--- src/rtl/ptt_pkg.sv ---
// shared types and constants of the periodic timer table
// no dependencies
`default_nettype none

package ptt_pkg;

  localparam int MAX_TIMERS = 16;
  localparam int IDX_W      = (MAX_TIMERS > 1) ? $clog2(MAX_TIMERS) : 1;
  localparam int CNT_W      = $clog2(MAX_TIMERS + 1);
  localparam int TIME_W     = 64;
  localparam int ID_W       = 8;
  localparam int OP_W       = 2;
  localparam int STATUS_W   = 2;
  localparam int COUNT_W    = 5;
  localparam int STEP_W     = $clog2(TIME_W);

  localparam logic [OP_W-1:0] OP_ADD    = 2'd0;
  localparam logic [OP_W-1:0] OP_REMOVE = 2'd1;
  localparam logic [OP_W-1:0] OP_FIRE   = 2'd2;

  localparam logic [STATUS_W-1:0] ST_OK       = 2'd0;
  localparam logic [STATUS_W-1:0] ST_NOTFOUND = 2'd1;
  localparam logic [STATUS_W-1:0] ST_FULL     = 2'd2;
  localparam logic [STATUS_W-1:0] ST_ZERO     = 2'd3;

  typedef logic [IDX_W-1:0]  idx_t;
  typedef logic [CNT_W-1:0]  cnt_t;
  typedef logic [TIME_W-1:0] time_t;

  typedef struct packed {
    logic [ID_W-1:0] id;
    time_t           start;
    time_t           period;
    time_t           deadline;
  } entry_t;

  typedef struct packed {
    logic  start;
    time_t dividend;
    time_t divisor;
  } div_req_t;

  typedef struct packed {
    logic  done;
    time_t rem;
  } div_rsp_t;

  typedef enum logic [3:0] {
    S_IDLE,
    S_FIND_RD,
    S_FIND_CHK,
    S_FIND_DONE,
    S_ADD_WR,
    S_SHIFT_RD,
    S_SHIFT_WR,
    S_FIRE_RD,
    S_FIRE_CHK,
    S_FIRE_OUT,
    S_FIRE_DIV,
    S_FIRE_WR,
    S_MIN_INIT,
    S_MIN_RD,
    S_MIN_CHK,
    S_FINAL
  } state_t;

endpackage

`default_nettype wire

--- src/rtl/ptt_rem.sv ---
// iterative restoring remainder unit, one quotient bit per cycle
// uses ptt_pkg
`default_nettype none

module ptt_rem (
  input  logic              clk,
  input  logic              rst,
  input  ptt_pkg::div_req_t req,
  output ptt_pkg::div_rsp_t rsp
);

  ptt_pkg::time_t             rem;
  ptt_pkg::time_t             dvd;
  ptt_pkg::time_t             dsr;
  logic [ptt_pkg::STEP_W-1:0] step;
  logic                       busy;
  logic                       done;
  logic [ptt_pkg::TIME_W:0]   trial;
  logic [ptt_pkg::TIME_W:0]   diff;

  assign trial = {rem, dvd[ptt_pkg::TIME_W-1]};
  assign diff  = trial - {1'b0, dsr};

  always_ff @(posedge clk) begin
    if (rst) begin
      busy <= 1'b0;
      done <= 1'b0;
    end else begin
      done <= 1'b0;
      if (req.start) begin
        busy <= 1'b1;
      end else if (busy && (step == ptt_pkg::STEP_W'(ptt_pkg::TIME_W - 1))) begin
        busy <= 1'b0;
        done <= 1'b1;
      end
    end
  end

  always_ff @(posedge clk) begin
    if (req.start) begin
      rem  <= '0;
      dvd  <= req.dividend;
      dsr  <= req.divisor;
      step <= '0;
    end else if (busy) begin
      // partial remainder stays below the divisor, so the top bit drops
      if (!diff[ptt_pkg::TIME_W]) begin
        rem <= diff[ptt_pkg::TIME_W-1:0];
      end else begin
        rem <= trial[ptt_pkg::TIME_W-1:0];
      end
      dvd  <= {dvd[ptt_pkg::TIME_W-2:0], 1'b0};
      step <= step + ptt_pkg::STEP_W'(1);
    end
  end

  assign rsp.done = done;
  assign rsp.rem  = rem;

endmodule

`default_nettype wire

--- config.mk ---
export PLATFORM = sky130hd
export DESIGN_NAME = ptt_rem
export DESIGN_NICKNAME = d
export VERILOG_FILES = /design/src/rtl/ptt_pkg.sv /design/src/rtl/ptt_rem.sv
export SDC_FILE = /design/constraint.sdc
export NUM_CORES = 1
export LEC_CHECK = 0
export ABC_AREA = 0
export BUFFER_PORTS_ARGS = -buffer_cell sky130_fd_sc_hd__buf_2
export CORE_ASPECT_RATIO = 0.8
export CORE_MARGIN = 4
export CORE_UTILIZATION = 55
export CTS_CLUSTER_DIAMETER = 60
export DETAILED_ROUTE_END_ITERATION = 6
export MAX_ROUTING_LAYER = met4
export PLACE_DENSITY_LB_ADDON = 0.1
export SYNTH_ARGS = -nofsm -noshare
export SYNTH_HDL_FRONTEND = slang
export SYNTH_SLANG_ARGS = --single-unit
--- constraint.sdc ---
create_clock -name clk -period 3.75 [get_ports clk]
set_clock_uncertainty 0.1 [all_clocks]
set_input_delay 0.75 -clock clk [delete_from_list [all_inputs] [get_ports clk]]
set_output_delay 0.75 -clock clk [all_outputs]
set_load 0.05 [all_outputs]
======== Word-level counts from Yosys, hierarchy flattened ========
Index checks and enable logic that the tools add are counted.
word-level totals
  register bits after elaboration ......... 200
  output and inout bits ................... 65
cells by class
  $add $sub $neg .......................... 2
  equality and inequality tests ........... 1
  muxes and demuxes ....................... 6
  reduce and logical (&&, ||, !) cells .... 4
operators by type and width
  operator             number
  $mux 64              3
  $sub 65x64->65       1
  $add 6x1->6 const B  1
  $eq 6x6->1 const B   1
  $reduce_bool 2->1    2
  $mux 1               3
  $reduce_or 2->1      1
  $logic_and 1x1->1    1

======== Depth between registers and ports, before layout ========
Gate-level depths: netlist (run 1).
  depth in word-level cells ............... 4
  depth in mapped cells ................... 16

======== Worst setup path after synthesis (run 1) ========
Ideal clock, no wire load.
  path type ............................... reg-to-reg
  start ................................... reg rem[0]
  end ..................................... reg rem[59]
  library setup time ...................... 0.122 ns
  arrival ................................. 3.471 ns
  data required time ...................... 3.528 ns
  setup slack ............................. 0.057 ns
  cell stages (with the launch flop) ...... 15
  buffers on the path ..................... 3
  clock period less this slack ............ 3.693 ns
  cell sequence ........................... dfxtp_1 > inv_1 > fa_1 > nand2b_1 > a21oi_2 > o21ai_2 > o41ai_4 > a32oi_1 > a211oi_2 > o21a_2 > o211ai_2 > buf_6 > buf_8 > buf_6 > a221o_1
on the way
  longest elaborated chain between the ends .. 2
ends and longest elaborated chain
  what                    RTL line       RTL
  start, declared         ptt_rem.sv:12  ptt_pkg::time_t rem;
  start signal, assigned  ptt_rem.sv:48  rem <= diff[ptt_pkg::TIME_W-1:0];
  start signal, assigned  ptt_rem.sv:50  rem <= trial[ptt_pkg::TIME_W-1:0];
  $sub 65x64->65          ptt_rem.sv:22  assign diff = trial - {1'b0, dsr};
  $mux 64                 ptt_rem.sv:47  if (!diff[ptt_pkg::TIME_W]) begin
Every way passes these cells.
A chain may end at the register's enable or synchronous reset.

======== Worst setup path after layout (run 1) ========
  start ................................... reg dvd[63]
  end ..................................... reg rem[3]
on the way
  longest elaborated chain between the ends .. 2
ends and longest elaborated chain
  what                    RTL line       RTL
  start, declared         ptt_rem.sv:13  ptt_pkg::time_t dvd;
  start signal, assigned  ptt_rem.sv:42  dvd <= req.dividend;
  start signal, assigned  ptt_rem.sv:52  dvd <= {dvd[ptt_pkg::TIME_W-2:0], 1'b0};
  $sub 65x64->65          ptt_rem.sv:22
  $mux 64                 ptt_rem.sv:47
Every way passes these cells.

==> summary.md, run 1 <==
| Metric | Value |
|---|---|
| Leak | `6.049 nW` |
| Die Wd | `~170 um` |
| HP Class | `in2reg` |
| Placer congestion estimate | `0.9225` |
| Post-synth EDFFs | `between 100 and 150` |
| Syn. warnings | `0` |
| Status | `finished, final reports clean` |
| HPWL Detailed | `roughly 22 mm` |
| Remaining antenna violation count | `0` |
| Vias in the first global route | `roughly 9100` |
| Cell at the slowest stage of the critical path | `fa_2` |
| TritonCTS clock tree | `done` |
| Synth Flop Type | `edfxtp_1` |
| Nets | `1595` |
| Clock Path Buffers | `2` |
| Critical path launch point type | `flip-flop` |
| Post-CTS Hold Fix Bufs | `0` |
| Die Height | `between 100 and 150 um` |
| Worst EP arrival | `between 3 and 4 ns` |
| Wirelength per Cell | `17.44 um` |
| Library cells used by synthesis | `73` |
| Root Buffer Master | `clkbuf_16` |
| Synth-to-Final Area Change | `18.76%` |
| Final core occ | `67.34%` |
| Vias | `between 9000 and 10000` |
| Least-Margin Pin Slew | `0.7941 ns` |
| Share of cells above drive strength 1 | `between 20% and 30%` |
| Worst endpoint required time | `3.95 ns` |
| Top cells by area, synth | `edfxtp_1 32%, dfxtp_1 12%, ha_1 6.8%` |
| Reg-to-Reg Start | `dvd[63]$_DFFE_PP_` |
| Port-buffer cells | `around 200` |
| Clk_lat worst skew | `0.45 ns` |
| Post-layout min period | `approximately 3.6 ns` |
| Hold path start | `req[53]` |
| Clock-pin slew on the worst setup and hold paths | `around 0.080 ns` |
| Largest net degree at the start of global routing | `between 100 and 150` |
| TritonRoute pass-1 iters | `5` |
| Total CTS buffers | `17` |
| Commonest cells post-synth | `128 x edfxtp_1, 108 x nor2_1, 86 x a21oi_1` |
| VDD IR max | `approximately 340 uV` |
| Slew headroom | `46.95%` |
| FMAX | `around 280 MHz` |
| Initial antenna violation count | `0` |
| Hold Fails Final Rpt | `0` |
| CTS sink cnt | `200` |
| Num ports | `196` |
| Seq cells post-synth | `200` |
| Total track usage | `roughly 25%` |
| Max-cap check violation count | `0` |
| Yosys top cell area share | `between 30% and 40%` |
| Number of remaining DRC errors | `0` |
| Period utilization | `96.59%` |
| Post-synthesis sequential area ratio | `between 40 and 50%` |
| Syn nets | `~1400` |
| WL final | `between 20 and 30 mm` |
| Most frequent cell after synthesis | `edfxtp_1` |
| Power, Total | `around 6.6 mW` |
| Yosys top cell by area | `edfxtp_1` |
| DRT iter0 DRCs | `773` |
| Final Max Slew Viols | `0` |
| Global-route wire length before repair | `~47 mm` |
| Crit Path Class | `reg2reg` |
| Filler cells | `1694` |
| Start point of the critical path | `dvd[63]$_DFFE_PP_` |
| Final Setup Violations | `0` |
| Syn avg cell area | `10.05 um^2` |
| Max incr delay on CP | `about 0.36 ns` |
| Pwr dens | `466.4 mW/mm^2` |
| Antenna Cells | `0` |
| Post-Syn Area | `about 0.012 mm^2` |
| H-tree Lvls | `4` |
| Core ar. | `~0.021 mm^2` |
| FP Rows | `47` |
| Crit path cell chain | `inv_1 -> ha_1 -> fa_2 -> nand2b_4 -> a21oi_4 -> o21ai_4 -> o41ai_4 -> buf_4 -> a32oi_4 -> a211oi_2 -> o211ai_1 -> o211ai_4 -> buf_12 -> buf_6 -> mux2i_1 -> a211oi_1` |
| Crit-path max FO | `9` |
| Initial core utilization | `about 57%` |
| Die ar. | `around 0.024 mm^2` |
| Total congestion overflow | `0` |
| Gate Count Post-Synth | `between 1000 and 1500` |
| Async S/R FF share, synth | `0%` |
| Post-DR vias/cell | `approximately 5.7` |
| Crit. End Element | `flip-flop` |
sequential cells by signal, indices dropped and copies added, names as in the netlist:
| name | cells |
|---|---|
| busy | 1 |
| done | 1 |
| dsr | 64 |
| dvd | 64 |
| rem | 64 |
| step | 6 |
placed cells by master (no fill, tap or decap), types with 3 or more instances in the layout:
cell and n:
a21boi_0 4, nand3_1 13, buf_2 194, clkbuf_16 19, buf_12 3, xnor2_1 34
nand4_1 26, nor2b_1 5, and2_1 3, o2111ai_1 4, buf_4 52, or3_1 6
inv_1 84, o21bai_1 13, mux2i_1 55, nand2b_1 4, inv_6 5, edfxtp_1 128
ha_1 65, buf_6 3, mux2_2 63, nor4_1 7, nand2_1 77, o31ai_1 4
xor2_1 26, nor3_1 17, a211oi_1 52, a21o_1 21, o21ai_0 56, and3_1 6
dfxtp_1 71, a21oi_1 86, a31oi_1 7, nor2_1 108, o21a_1 10, o211ai_1 11
cells by family after synthesis:
family	Yosys count	synth area share [%]
AND/OR/NAND/NOR	285	10.91
AO/OA/AOI/OAI	308	17.22
adder cells (fa/ha/maj)	66	7.000
XOR/XNOR	60	4.415
buffers and inverters	146	5.266
multiplexers	120	10.79
flip-flops	200	44.40
per-layer routing:
metal  track usage (%)  wire length, um
met5                 -                0
met1             36.36            14100
met3             5.274             2148
met4             5.707              445
met2             35.65            12590
worst paths after layout:
path | end | slack, ns | depth (start not counted)
worst min register to register | step[5]$_SDFFE_PP0P_ | 0.39 | 2
worst min-delay path | dsr[53]$_DFFE_PP_ | 0.37 | 1
worst max register to register | rem[3]$_SDFFE_PP0P_ | 0.13 | 16
worst max-delay path | rem[3]$_SDFFE_PP0P_ | 0.13 | 16
area by class of cell:
| cell class | instances | area (um^2) | share of cell area [%] |
|---|---|---|---|
| Timing Repair Buffer | 255 | 1540 | 10.89 |
| Inverter | 85 | 319.1 | 2.257 |
| Clock inverter | 12 | 126.4 | 0.8939 |
| Clock buffer | 20 | 457.9 | 3.239 |
| Multi-Input combinational cell | 839 | 6068 | 42.92 |
| Tap cell | 269 | 336.6 | 2.381 |
| Sequential cell | 200 | 5289 | 37.41 |
critical path: cells and delay by family (launching register included):
family | cells | cell delay, ns
AO/OA/AOI/OAI | 8 | 1.45
buffers and inverters | 4 | 0.59
adder cells (fa/ha/maj) | 2 | 0.59
flip-flops | 1 | 0.33
multiplexers | 1 | 0.23
AND/OR/NAND/NOR | 1 | 0.17
repair_timing:
action                                  in CTS  in global routing
gates cloned                                 1                  1
buffers inserted                             3                  3
pin swaps                                    1                  5
endpoints found under the setup margin      45                 62
gates resized for setup                      1                 13
per-stage QoR:
stage / hold slack (ns) / area, um^2 / worst slack, ns / std cells / TNS, ns
after CTS: 0.3509 / 14010 / 0.005435 / 1676 / 0
final: 0.3737 / 14140 / 0.1277 / 1680 / 0
after floorplan: 0.3575 / 11900 / 0.05688 / 1185 / 0
after global placement: 0.3769 / 13360 / 0.1002 / 1640 / 0
after global routing: 0.3563 / 14140 / -0.004479 / 1680 / -0.009902
after detailed placement: 0.3831 / 13360 / -0.05477 / 1640 / -0.4202
report_power, final:
part           leakage (nW)  switching, mW  internal [mW]
clock network         0.285          0.872          0.978
registers              1.86          0.120           2.56
logic                  3.90           1.22          0.838
Power figures use the tool's default switching activity.
==> run 2: changes to the inputs <==
--- a/config.mk
+++ b/config.mk
@@ -8,7 +8,7 @@
 export ABC_AREA = 0
 export BUFFER_PORTS_ARGS = -buffer_cell sky130_fd_sc_hd__buf_2
 export CORE_ASPECT_RATIO = 0.8
-export CORE_MARGIN = 4
+export CORE_MARGIN = 5
 export CORE_UTILIZATION = 55
 export CTS_CLUSTER_DIAMETER = 60
 export DETAILED_ROUTE_END_ITERATION = 6
==> constraint.sdc (replaced) <==
create_clock -name clk -period 4.65 [get_ports clk]
set_clock_uncertainty 0.1 [all_clocks]
set_input_delay 0.93 -clock clk [delete_from_list [all_inputs] [get_ports clk]]
set_output_delay 0.93 -clock clk [all_outputs]
set_load 0.05 [all_outputs]
==> summary.md, run 2 (synthesized netlist as in run 1, its figures left out) <==
| Metric | Value |
|---|---|
| Crit-path max FO | `24 (+15)` |
| Port-buffer cells | `195 (unchanged)` |
| Antenna Cells | `0 (unchanged)` |
| WL final | `28.26 mm (-3.5%)` |
| Synth-to-Final Area Change | `14.36%` |
| Least-Margin Pin Slew | `0.8946 ns (+0.1005 ns)` |
| Max-cap check violation count | `0 (unchanged)` |
| Worst EP arrival | `4.28 ns (+0.46 ns)` |
| Number of remaining DRC errors | `0 (unchanged)` |
| TritonRoute pass-1 iters | `5 (unchanged)` |
| CTS sink cnt | `200 (unchanged)` |
| R2R depth | `13 (-3)` |
| Initial antenna violation count | `0 (unchanged)` |
| Final Max Slew Viols | `0 (unchanged)` |
| Post-cts resize count | `0 (-1)` |
| Post-CTS Hold Fix Bufs | `0 (unchanged)` |
| H-tree Lvls | `4 (unchanged)` |
| Total track usage | `23.75% (-1.1 points)` |
| Wirelength per Cell | `17.28 um (-0.88%)` |
| HP Class | `reg2reg` |
| Total CTS buffers | `17 (unchanged)` |
| Setup TNS | `0 ns (unchanged)` |
| Most common cell after layout, fill and taps aside | `buf_2` |
| Post-route setup slack | `0.6413 ns (+0.5136 ns)` |
| Post CTS Setup Buffer Count | `0 (-3)` |
| Global-route wire length before repair | `46.54 mm (-0.62%)` |
| VDD IR max | `292.8 uV (-15%)` |
| Hold Fails Final Rpt | `0 (unchanged)` |
| Die Wd | `174.5 um (+1.2%)` |
| Nets | `1544 (-3.2%)` |
| Status | `finished, final reports clean` |
| Placer congestion estimate | `0.9819 (+6.4%)` |
| Vias | `9347 (-3.2%)` |
| Vias in the first global route | `9063 (-0.92%)` |
| Crit Path Class | `reg2reg` |
| Num ports | `196 (unchanged)` |
| HPWL Detailed | `21.02 mm (-3.5%)` |
| Clock Path Buffers | `2 (unchanged)` |
| Hold path depth | `2 (+1)` |
| Worst endpoint required time | `4.92 ns (+0.97 ns)` |
| Commonest cells after routing, fill and taps aside | `194 x buf_2, 128 x edfxtp_1, 108 x nor2_1` |
| Critical path launch point type | `flip-flop` |
| TritonCTS clock tree | `done` |
| Die ar. | `0.02470 mm^2 (+2.6%)` |
| Remaining antenna violation count | `0 (unchanged)` |
| Start point of the critical path | `dsr[0]$_DFFE_PP_` |
| Power, Total | `5.164 mW (-22%)` |
| Slew headroom | `40.24% (-6.7 points)` |
| Post-layout min period | `4.009 ns (+0.3864 ns)` |
| Leak | `5.754 nW (-4.9%)` |
| Die Height | `141.6 um (+1.4%)` |
| Pre-CTS setup slack | `0.7028 ns (+0.7575 ns)` |
| Reg-to-Reg Start | `dsr[0]$_DFFE_PP_` |
| FP Rows | `48 (+2.1%)` |
| Pwr dens | `379.3 mW/mm^2 (-19%)` |
| Initial core utilization | `55.52% (-1.2 points)` |
| Largest net degree at the start of global routing | `84 (-24%)` |
| Core ar. | `0.02144 mm^2 (+2.1%)` |
| Period utilization | `86.21% (-10 points)` |
| Final Setup Violations | `0 (unchanged)` |
| Root Buffer Master | `clkbuf_16` |
| FMAX | `249.5 MHz (-9.6%)` |
| DRT iter0 DRCs | `693 (-10%)` |
| Unrepaired setup endpoints after global routing | `no` |
| Total congestion overflow | `0 (unchanged)` |
| Share of cells above drive strength 1 | `23.38% (-3.2 points)` |
| Crit. End Element | `flip-flop` |
| Post-DR vias/cell | `5.717 (-0.49%)` |
| Placed insts | `1603 (-2.3%)` |
| Hold path start | `step[5]$_SDFFE_PP0P_` |
| Largest registers | `dsr: 64 flops, dvd: 64 flops, rem: 64 flops` |
| Finished Layout Cells | `1635 (-2.7%)` |
| Clk_lat worst skew | `0.46 ns (about the same)` |
| Clock-pin slew on the worst setup and hold paths | `0.08 ns (about the same)` |
run 2: changes by cell type in the layout (fill, tap and decap cells not counted), sizes merged:
cell,delta
clkinv,+3
bufbuf,-1
bufinv,-1
clkbuf,-3
buf,-49
run 2: path summary, 6_finish.rpt:
kind | slack [ns] | endpoint
setup / recovery | 0.64 | rem[0]$_SDFFE_PP0P_
hold reg to reg | 0.39 | step[5]$_SDFFE_PP0P_
setup reg to reg | 0.64 | rem[0]$_SDFFE_PP0P_
hold / removal | 0.39 | step[5]$_SDFFE_PP0P_
run 2: worst max-delay path: stages (launching register included):
cell,delay (ns)
edfxtp_1,0.38
ha_1,0.22
fa_1,0.39
nand2b_1,0.19
a21oi_2,0.17
o21ai_2,0.12
o41ai_4,0.39
a32oi_1,0.30
a211oi_2,0.35
o211ai_1,0.24
o211ai_4,0.29
buf_12,0.27
mux2_4,0.32
a211oi_2,0.19
run 2: power by group:
group / leakage [nW] / internal [mW] / switching, mW
Sequential: 1.86 / 2.07 / 0.0971
Combinational: 3.61 / 0.574 / 0.939
Clock: 0.281 / 0.723 / 0.766
run 2: per-layer routing:
metal  up-vias  part of all wire, %  track usage, %
li1       4675                    -               -
met1      4368                   49           34.56
met2       272                   42           33.13
met3        32                  7.5           6.446
met4         0                  1.4           5.539
met5         -                    0               -
run 2: per-stage QoR:
stage / instance area, um^2 / hold slack, ns / util [%]
finish: 13610 / 0.3930 / 63.49
global route: 13610 / 0.4391 / 63.49
CTS: 13610 / 0.3972 / 63.49
detailed placement: 13030 / 0.3848 / 60.76
global placement: 13030 / 0.3694 / 60.76
floorplan: 11900 / 0.3575 / -
run 2: layout make-up:
cell class,instances,area (um^2)
clock buffer,18,429.2
clock inverter,14,156.4
fill,1808,7828
inverter,85,319.1
multi-input combinational,839,6001
sequential,200,5289
tap,275,344.1
timing repair buffer,204,1075
==> run 3: changes to the inputs <==
==> constraint.sdc (replaced) <==
create_clock -name clk -period 5.05 [get_ports clk]
set_clock_uncertainty 0.1 [all_clocks]
set_input_delay 1.01 -clock clk [delete_from_list [all_inputs] [get_ports clk]]
set_output_delay 1.01 -clock clk [all_outputs]
set_load 0.05 [all_outputs]
==> summary.md, run 3 (synthesized netlist as in run 1, its figures left out) <==
| Metric | Value |
|---|---|
| Status | `finished, final reports clean` |
| Post-layout min period | `4.115 ns (+0.1064 ns)` |
| Largest net degree at the start of global routing | `83 (-1.2%)` |
| TritonCTS clock tree | `done` |
| Total track usage | `23.83% (+0.073 points)` |
| Num ports | `196 (unchanged)` |
| Hold Fails Final Rpt | `0 (unchanged)` |
| Clock-pin slew on the worst setup and hold paths | `0.08 ns (about the same)` |
| Hold path depth | `2 (unchanged)` |
| Commonest cells after routing, fill and taps aside | `194 x buf_2, 128 x edfxtp_1, 108 x nor2_1` |
| Remaining antenna violation count | `0 (unchanged)` |
| Initial antenna violation count | `0 (unchanged)` |
| Setup TNS | `0 ns (unchanged)` |
| DRT iter0 DRCs | `674 (-2.7%)` |
| Post-cts resize count | `0 (unchanged)` |
| Total CTS buffers | `17 (unchanged)` |
| Die Wd | `174.5 um (unchanged)` |
| Slew headroom | `32.36% (-7.9 points)` |
| Final Setup Violations | `0 (unchanged)` |
| Total congestion overflow | `0 (unchanged)` |
| Cell family with most CP delay | `compound AO/OA/AOI/OAI gates` |
| HPWL Detailed | `21.25 mm (+1.1%)` |
| Worst R2R End | `rem[10]$_SDFFE_PP0P_` |
| Critical path launch point type | `flip-flop` |
| Crit path cell chain | `ha_1 -> fa_1 -> nand2b_1 -> a21oi_2 -> o21ai_2 -> o41ai_4 -> a32oi_1 -> a211oi_2 -> o211ai_1 -> o211ai_4 -> buf_12 -> mux2i_1 -> a211oi_1` |
| Leak | `5.777 nW (+0.39%)` |
| Synth-to-Final Area Change | `14.75%` |
| Max-cap check violation count | `0 (unchanged)` |
| Post-DR vias/cell | `5.778 (+1.1%)` |
| H-tree Lvls | `4 (unchanged)` |
| R2r setup slk | `0.93 ns (+0.29 ns)` |
| Crit. End Element | `flip-flop` |
| R2R depth | `13 (unchanged)` |
| CTS sink cnt | `200 (unchanged)` |
| Global-route wire length before repair | `46.39 mm (-0.33%)` |
| Placer congestion estimate | `0.9568 (-2.6%)` |
| FMAX | `243.0 MHz (-2.6%)` |
| Share of cells above drive strength 1 | `23.33% (-0.056 points)` |
| Post-CTS Hold Fix Bufs | `0 (unchanged)` |
| Period utilization | `81.49% (-4.7 points)` |
| WL final | `28.60 mm (+1.2%)` |
| Clock Path Buffers | `2 (unchanged)` |
| Pwr dens | `356.1 mW/mm^2 (-6.1%)` |
| TritonRoute pass-1 iters | `5 (unchanged)` |
| Clk_lat worst skew | `0.45 ns (about the same)` |
| Most common cell after layout, fill and taps aside | `buf_2` |
| Initial core utilization | `55.52% (unchanged)` |
| Number of remaining DRC errors | `0 (unchanged)` |
| Nets | `1543 (-0.065%)` |
| Final Max Slew Viols | `0 (unchanged)` |
| Die Height | `141.6 um (unchanged)` |
| Wirelength per Cell | `17.50 um (+1.3%)` |
| Worst Path Buf+Inv | `1 (unchanged)` |
| HP Class | `reg2reg` |
| Power, Total | `4.865 mW (-5.8%)` |
| Max incr delay on CP | `0.43 ns (+0.04 ns)` |
| Port-buffer cells | `195 (unchanged)` |
| Largest registers | `dsr: 64 flops, dvd: 64 flops, rem: 64 flops` |
| Root Buffer Master | `clkbuf_16` |
| Post CTS Setup Buffer Count | `0 (unchanged)` |
| Least-Margin Pin Slew | `1.015 ns (+0.1200 ns)` |
| Worst EP arrival | `4.30 ns (+0.02 ns)` |
| Vias | `9441 (+1.0%)` |
| Hold Path Sink | `done$_SDFF_PP0_` |
| Crit Path Class | `reg2reg` |
| Hold path start | `step[5]$_SDFFE_PP0P_` |
| Reg-to-Reg Start | `dsr[0]$_DFFE_PP_` |
| VDD IR max | `265.4 uV (-9.4%)` |
| Die ar. | `0.02470 mm^2 (unchanged)` |
| Crit-path max FO | `24 (unchanged)` |
| Core ar. | `0.02144 mm^2 (unchanged)` |
| Cell at the slowest stage of the critical path | `o211ai_4` |
| Worst endpoint required time | `5.23 ns (+0.31 ns)` |
| Vias in the first global route | `8951 (-1.2%)` |
| Antenna Cells | `0 (unchanged)` |
| FP Rows | `48 (unchanged)` |
| Unrepaired setup endpoints after global routing | `no` |
## run 3: cell types whose count changed in the layout (fill, tap and decap cells not counted)
| cell | delta |
|---|---|
| bufinv_16 | +3 |
| inv_6 | -2 |
| inv_8 | +2 |
| buf_4 | -1 |
| clkinv_4 | -1 |
| clkinv_8 | -1 |
| inv_12 | -1 |
## run 3: layer usage
metal  track usage [%]  wire length (um)  up-vias
li1                  -                 -     4675
met3             5.647              2136       37
met2             34.17             12000      308
met5                 -                 0        -
met4             6.622               491        0
met1             33.96             13960     4421
## run 3: final cells by class
cell class | count | area (um^2)
Clock buffer | 18 | 429.2
Multi-Input combinational cell | 839 | 6001
Inverter | 85 | 319.1
Clock inverter | 14 | 210.2
Timing Repair Buffer | 203 | 1067
Fill cell | 1779 | 7781
Tap cell | 275 | 344.1
Sequential cell | 200 | 5289
## run 3: worst max path at each step
stage,start,end,slack (ns),cells past startpoint
floorplan,rem[0]$_SDFFE_PP0P_,rem[59]$_SDFFE_PP0P_,1.36,14
global placement,dvd[63]$_DFFE_PP_,rem[23]$_SDFFE_PP0P_,1.12,14
detailed placement,dsr[0]$_DFFE_PP_,rem[24]$_SDFFE_PP0P_,1.01,13
CTS,dvd[63]$_DFFE_PP_,rem[40]$_SDFFE_PP0P_,0.95,14
global route,rem[6]$_SDFFE_PP0P_,rem[40]$_SDFFE_PP0P_,0.62,12
finish,dsr[0]$_DFFE_PP_,rem[10]$_SDFFE_PP0P_,0.93,13
## run 3: stage by stage
stage	instance area (um^2)	std cells	util, %	worst slack [ns]	hold WS [ns]
floorplan	11900	1185	-	1.357	0.3575
global placement	13020	1602	60.73	1.116	0.3706
detailed placement	13020	1602	60.73	1.012	0.3883
CTS	13660	1634	63.71	0.9498	0.4012
global route	13660	1634	63.71	0.6203	0.4422
finish	13660	1634	63.71	0.9349	0.4027
## run 3: power by group
part | total, mW | switching (mW) | internal [mW]
Sequential | 1.99 | 0.0910 | 1.90
Combinational | 1.39 | 0.862 | 0.526
Clock | 1.48 | 0.676 | 0.807
Total | 4.86 | 1.63 | 3.23
## run 3: worst register-to-register path, stage by stage, from the launching register on
cell,delay (ns)
edfxtp_1,0.39
ha_1,0.22
fa_1,0.41
nand2b_1,0.20
a21oi_2,0.17
o21ai_2,0.12
o41ai_4,0.37
a32oi_1,0.29
a211oi_2,0.37
o211ai_1,0.23
o211ai_4,0.43
buf_12,0.31
mux2i_1,0.26
a211oi_1,0.09
